File: src/rtl/core/pgsg_pkg.sv
// pgsg_pkg: types, constants and helpers shared by the polar Gaussian sample
// generator modules. No dependencies.
package pgsg_pkg;

  localparam logic [24:0] TWO_LN2_Q24 = 25'd23258160;
  localparam logic [31:0] MEAN_RESET  = 32'd0;
  localparam logic [31:0] SIGMA_RESET = 32'd65536;

  localparam logic CFG_MEAN  = 1'b0;
  localparam logic CFG_SIGMA = 1'b1;

  localparam logic [5:0] LOG_LAST  = 6'd31;
  localparam logic [5:0] DIV_LAST  = 6'd32;
  localparam logic [5:0] SQRT_LAST = 6'd27;

  typedef enum logic [4:0] {
    OP_NONE, OP_LOAD, OP_SQA, OP_SQB, OP_SUMW, OP_PICK, OP_NORM, OP_MINIT,
    OP_LOG, OP_LSCALE, OP_VSQ, OP_DINIT, OP_DIV, OP_XSQ, OP_SINIT, OP_SQRT,
    OP_MAG, OP_RND, OP_SUM
  } op_e;

  typedef enum logic [4:0] {
    ST_IDLE, ST_SQA, ST_SQB, ST_SUMW, ST_TEST, ST_NORM, ST_LOG, ST_LSCALE,
    ST_VSQ, ST_DINIT, ST_DIV, ST_XSQ, ST_SINIT, ST_SQRT, ST_MAG, ST_RND, ST_SUM
  } state_e;

  typedef struct packed {
    op_e op;
  } dp_cmd_t;

  typedef struct packed {
    logic reject;
    logic norm_done;
  } dp_stat_t;

  // |u - 1/2| in units of 2^-32
  function automatic logic [31:0] fold_mag(input logic [31:0] u);
    logic [31:0] r;
    if (u[31]) begin
      r = {1'b0, u[30:0]};
    end else begin
      r = 32'h8000_0000 - u;
    end
    return r;
  endfunction

endpackage

File: src/rtl/core/pgsg_ctrl.sv
// pgsg_ctrl: sequencer for the polar Gaussian generator; drives datapath
// commands, iteration counts and both handshakes. Depends on pgsg_pkg.
module pgsg_ctrl import pgsg_pkg::*; (
  input  logic     clk_i,
  input  logic     rst_ni,
  input  logic     in_valid_i,
  output logic     in_stall_o,
  output logic     out_valid_o,
  input  logic     out_stall_i,
  input  dp_stat_t stat_i,
  output dp_cmd_t  cmd_o
);

  state_e     state_q, state_d;
  logic [5:0] cnt_q, cnt_d;
  logic       out_valid_q, out_valid_d;

  always_ff @(posedge clk_i or negedge rst_ni) begin
    if (!rst_ni) begin
      state_q     <= ST_IDLE;
      cnt_q       <= 6'd0;
      out_valid_q <= 1'b0;
    end else begin
      state_q     <= state_d;
      cnt_q       <= cnt_d;
      out_valid_q <= out_valid_d;
    end
  end

  always_comb begin
    state_d     = state_q;
    cnt_d       = cnt_q + 6'd1;
    out_valid_d = out_valid_q && out_stall_i;
    cmd_o.op    = OP_NONE;
    unique case (state_q)
      ST_IDLE: begin
        if (in_valid_i) begin
          cmd_o.op = OP_LOAD;
          state_d  = ST_SQA;
        end
      end
      ST_SQA: begin
        cmd_o.op = OP_SQA;
        state_d  = ST_SQB;
      end
      ST_SQB: begin
        cmd_o.op = OP_SQB;
        state_d  = ST_SUMW;
      end
      ST_SUMW: begin
        cmd_o.op = OP_SUMW;
        state_d  = ST_TEST;
      end
      ST_TEST: begin
        if (stat_i.reject) begin
          state_d = ST_IDLE;
        end else begin
          cmd_o.op = OP_PICK;
          state_d  = ST_NORM;
        end
      end
      ST_NORM: begin
        if (stat_i.norm_done) begin
          cmd_o.op = OP_MINIT;
          cnt_d    = 6'd0;
          state_d  = ST_LOG;
        end else begin
          cmd_o.op = OP_NORM;
        end
      end
      ST_LOG: begin
        cmd_o.op = OP_LOG;
        if (cnt_q == LOG_LAST) state_d = ST_LSCALE;
      end
      ST_LSCALE: begin
        cmd_o.op = OP_LSCALE;
        state_d  = ST_VSQ;
      end
      ST_VSQ: begin
        cmd_o.op = OP_VSQ;
        state_d  = ST_DINIT;
      end
      ST_DINIT: begin
        cmd_o.op = OP_DINIT;
        cnt_d    = 6'd0;
        state_d  = ST_DIV;
      end
      ST_DIV: begin
        cmd_o.op = OP_DIV;
        if (cnt_q == DIV_LAST) state_d = ST_XSQ;
      end
      ST_XSQ: begin
        cmd_o.op = OP_XSQ;
        state_d  = ST_SINIT;
      end
      ST_SINIT: begin
        cmd_o.op = OP_SINIT;
        cnt_d    = 6'd0;
        state_d  = ST_SQRT;
      end
      ST_SQRT: begin
        cmd_o.op = OP_SQRT;
        if (cnt_q == SQRT_LAST) state_d = ST_MAG;
      end
      ST_MAG: begin
        cmd_o.op = OP_MAG;
        state_d  = ST_RND;
      end
      ST_RND: begin
        cmd_o.op = OP_RND;
        state_d  = ST_SUM;
      end
      ST_SUM: begin
        if (!(out_valid_q && out_stall_i)) begin
          cmd_o.op    = OP_SUM;
          out_valid_d = 1'b1;
          state_d     = ST_IDLE;
        end
      end
      default: state_d = ST_IDLE;
    endcase
  end

  assign in_stall_o  = (state_q != ST_IDLE);
  assign out_valid_o = out_valid_q;

endmodule

File: config.mk
export PLATFORM = sky130hd
export DESIGN_NAME = pgsg_ctrl
export DESIGN_NICKNAME = d
export VERILOG_FILES = /design/src/rtl/core/pgsg_pkg.sv /design/src/rtl/core/pgsg_ctrl.sv
export SDC_FILE = /design/constraint.sdc
export NUM_CORES = 1
export LEC_CHECK = 0
export BUFFER_PORTS_ARGS = -buffer_cell sky130_fd_sc_hd__buf_2
export CORE_MARGIN = 2
export CORE_UTILIZATION = 35
export CTS_BUF_LIST = sky130_fd_sc_hd__clkbuf_4
export DETAILED_ROUTE_END_ITERATION = 6
export PLACE_DENSITY = 0.51
export SETUP_SLACK_MARGIN = 0.05
export SLEW_MARGIN = 40
export SYNTH_ARGS = -nofsm -noshare
export SYNTH_HDL_FRONTEND = slang
export SYNTH_SLANG_ARGS = --single-unit
File: constraint.sdc
create_clock -name clk_i -period 2.31 [get_ports clk_i]
set_input_delay 0.5775 -clock clk_i [delete_from_list [all_inputs] [get_ports clk_i]]
set_output_delay 0.5775 -clock clk_i [all_outputs]
set_load 0.02 [all_outputs]
==> flow_summary.yaml <==
routing:
  drc: 0
  wl_met1_um: 952
  via_per_inst: 5.364
  drt_iter0_drc: 28
  dr.pass1.iters: 4
  vias: 751
  wl_met2_um: 791
  ant_nets: 0
  wl_per_cell_um: 12.89
  top_layer_used: "met4"
  wl_um: 1805
  route.met3.wl_um: 56
die:
  start_util: 0.3759
  die-width_um: 52.98
  rows: 17
  die_h_um: 52.98
  dieArea_um2: 2806
  io_pins: 13
  core_area_um2: 2233
worst_setup_path:
  startpoint_type: "register"
  path_class: "register to primary output"
  critPathArrivalTime_ns: 1.57
  path_delay_family: "compound AO/OA/AOI/OAI gates"
  crit_path_max_fanout: 8
  cp_slowest_cell: "dfrtp_1"
  cp_data_required_time_ns: 1.73
  max_stage_delay_ns: 0.42
  cp_num_buf_inv: 2
  worstPathCellList: "buf_4 > a21o_1 > a222oi_1 > nor2_1 > buf_2"
  worstSetupEndpointType: "primary output"
placed_design:
  port_buffers: 12
  place_area_um2: 920.9
  dp.final_hpwl_um: 1295
  dpl.cell_count: 137
  place_ws_ns: 0.3209
  globalplace.congestion: 0.8674
synth:
  ys_seq_elements: 12
  yosys.cell_types.count: 36
  synth_top_flop_cell: "dfrtp_1"
  synthCells: 97
  yosys.area.top_type_share: 0.3577
  synth_edf_count: 0
  synthesis.nets: 105
  synth_commonest_cells: "nor2_1 (16), dfrtp_1 (12), nand2_1 (11)"
  avgSynthCellArea_um2: 8.655
  synth_top_cell_by_area: "dfrtp_1"
  yosys_warnings: 0
  synth_area_um2: 839.6
  synthTopCellsByArea: "dfrtp_1 (36%), nor2_1 (7.2%), clkbuf_8 (4.9%), nand2_1 (4.9%), xor2_1 (4.2%)"
  seq_area_frac_synth: 0.3577
  synthArstFlopShare: 1.000
  yosysMostFrequentCell: "nor2_1"
global_route:
  grt_pass1_vias: 648
  antenna_found_initial: 0
  grt-ovfl-total: 0
  grt_max_degree: 13
  track_usage: 0.1412
  grt_pass1_wl_um: 2939
timing:
  worst_slew_pin_slew_ns: 0.5122
  tns_ns: 0
  clock-skew-final_ns: 0.001139
  rsz0062_at_grt: "yes"
  setup_viol: 0
  fmax_mhz: 465.7
  finalCritPeriodShare: 0.9295
  slew_viol_final: 0
  period_minus_slack_ns: 2.147
  worst_slack_ns: 0.1629
  relSlewSlack: 0.6578
  finalHoldViolCount: 0
finish:
  antenna_cells: 0
  syn2layout_area_growth_pct: 13.56
  drive_gt1_frac: 0.2500
  post-route-util: 0.4269
  final_nets: 122
  final_cells: 140
  design_area_um2: 953.4
clock_network:
  holdBufCountCts: 0
  cts_root_buffer: "clkbuf_4"
  clk_latency_ns: 0.26
  htreeDepth: 1
  cts_made_buffers: 3
  numClockSinks: 12
  path_clk_slew_ns: 0.07
  clk_path_buf_depth: 2
  cts_tree: "built"
run_status:
  outcome: "complete, no violations"
power_and_ir_drop:
  ir_drop_uv: 617.3
  cellLeakagePower_nw: 0.4292
  power_per_cell_area_nw_per_um2: 1447
flow_run:
  maxCapViolCount: 0
min_path:
  min_path_type: "input port to async pin"
==> what timing repair did <==
action | CTS | global route
endpoints found under the setup margin | 0 | 3
gates resized for setup | 0 | 4
setup buffers | 0 | 0
hold endpoints to repair | 0 | 0
==> through the flow <==
step	hold WS [ns]	power (mW)
after floorplan	0.2819	1.044
after global placement	0.4743	1.239
final	0.1797	1.379
after CTS	0.1825	1.372
after detailed placement	0.4792	1.233
after global routing	0.1902	1.503
==> layer usage <==
| metal | global-route usage | vias to the layer above |
|---|---|---|
| li1 | - | 374 |
| met1 | 0.2074 | 360 |
| met2 | 0.2104 | 15 |
| met3 | 0.02542 | 2 |
| met4 | 0.03846 | 0 |
| met5 | 0 | - |
==> kinds of logic (layout without fill, tap and decap cells) <==
group	after synthesis	in the layout	synth area share
and+or+nand+nor	47	47	0.2817
buffers and inverters	10	25	0.08793
adders and majority gates	2	2	0.02980
DFF	12	12	0.3577
AOI/OAI and AO/OA	19	19	0.1699
xor gates and xnor gates	7	7	0.07303
==> sequential cells by signal, summed over array words and instances, names as in the netlist <==
| name | count |
|---|---|
| state_q | 5 |
| cnt_q | 6 |
| out_valid_o | 1 |
==> worst reg2reg max path, stage by stage, from the launching register on <==
cell	delay, ns
dfrtp_2	0.48
buf_4	0.18
or4b_1	0.53
or3_1	0.37
o211ai_2	0.11
nor3_1	0.08
==> cell type report <==
class | count | area, um2
clock buffers | 3 | 22.52
multi-input cells | 75 | 473.0
inverters | 4 | 15.01
fillers | 246 | 1280
well taps | 28 | 35.03
flip-flops and latches | 12 | 302.8
repair buffers | 18 | 105.1
==> where the power goes <==
part / total [mW] / switching (mW) / leakage (nW) / internal [mW]
clock network: 0.127 / 0.0666 / 0.0138 / 0.0602
registers: 0.440 / 0.138 / 0.150 / 0.302
logic: 0.813 / 0.454 / 0.265 / 0.358
==> path summary, 6_finish.rpt <==
kind	start	endpoint	slack, ns	cells after the start
max in group asynchronous	rst_ni	state_q[2]	1.89	1
worst min-delay path	rst_ni	cnt_q[1]	0.18	1
worst min register to register	cnt_q[0]	cnt_q[0]	0.49	1
worst max register to register	state_q[0]	state_q[1]	0.43	5
worst max-delay path	state_q[3]	cmd_o[0]	0.16	5
min in group clk_i	cnt_q[0]	cnt_q[0]	0.49	1
==> layout by cell type (no fill, tap or decap), types with 2 or more instances in the layout <==
master / instances
nand2_1: 11
nor2b_1: 2
inv_1: 4
nor2_1: 15
nand3_1: 5
xnor2_1: 3
ha_1: 2
buf_4: 6
xor2_1: 4
nor3_1: 2
dfrtp_1: 10
a21oi_1: 2
a21o_1: 2
dfrtp_2: 2
o211ai_1: 2
clkbuf_4: 3
o21ai_0: 4
buf_2: 12
Note: power is estimated with default switching activity, not from simulation.
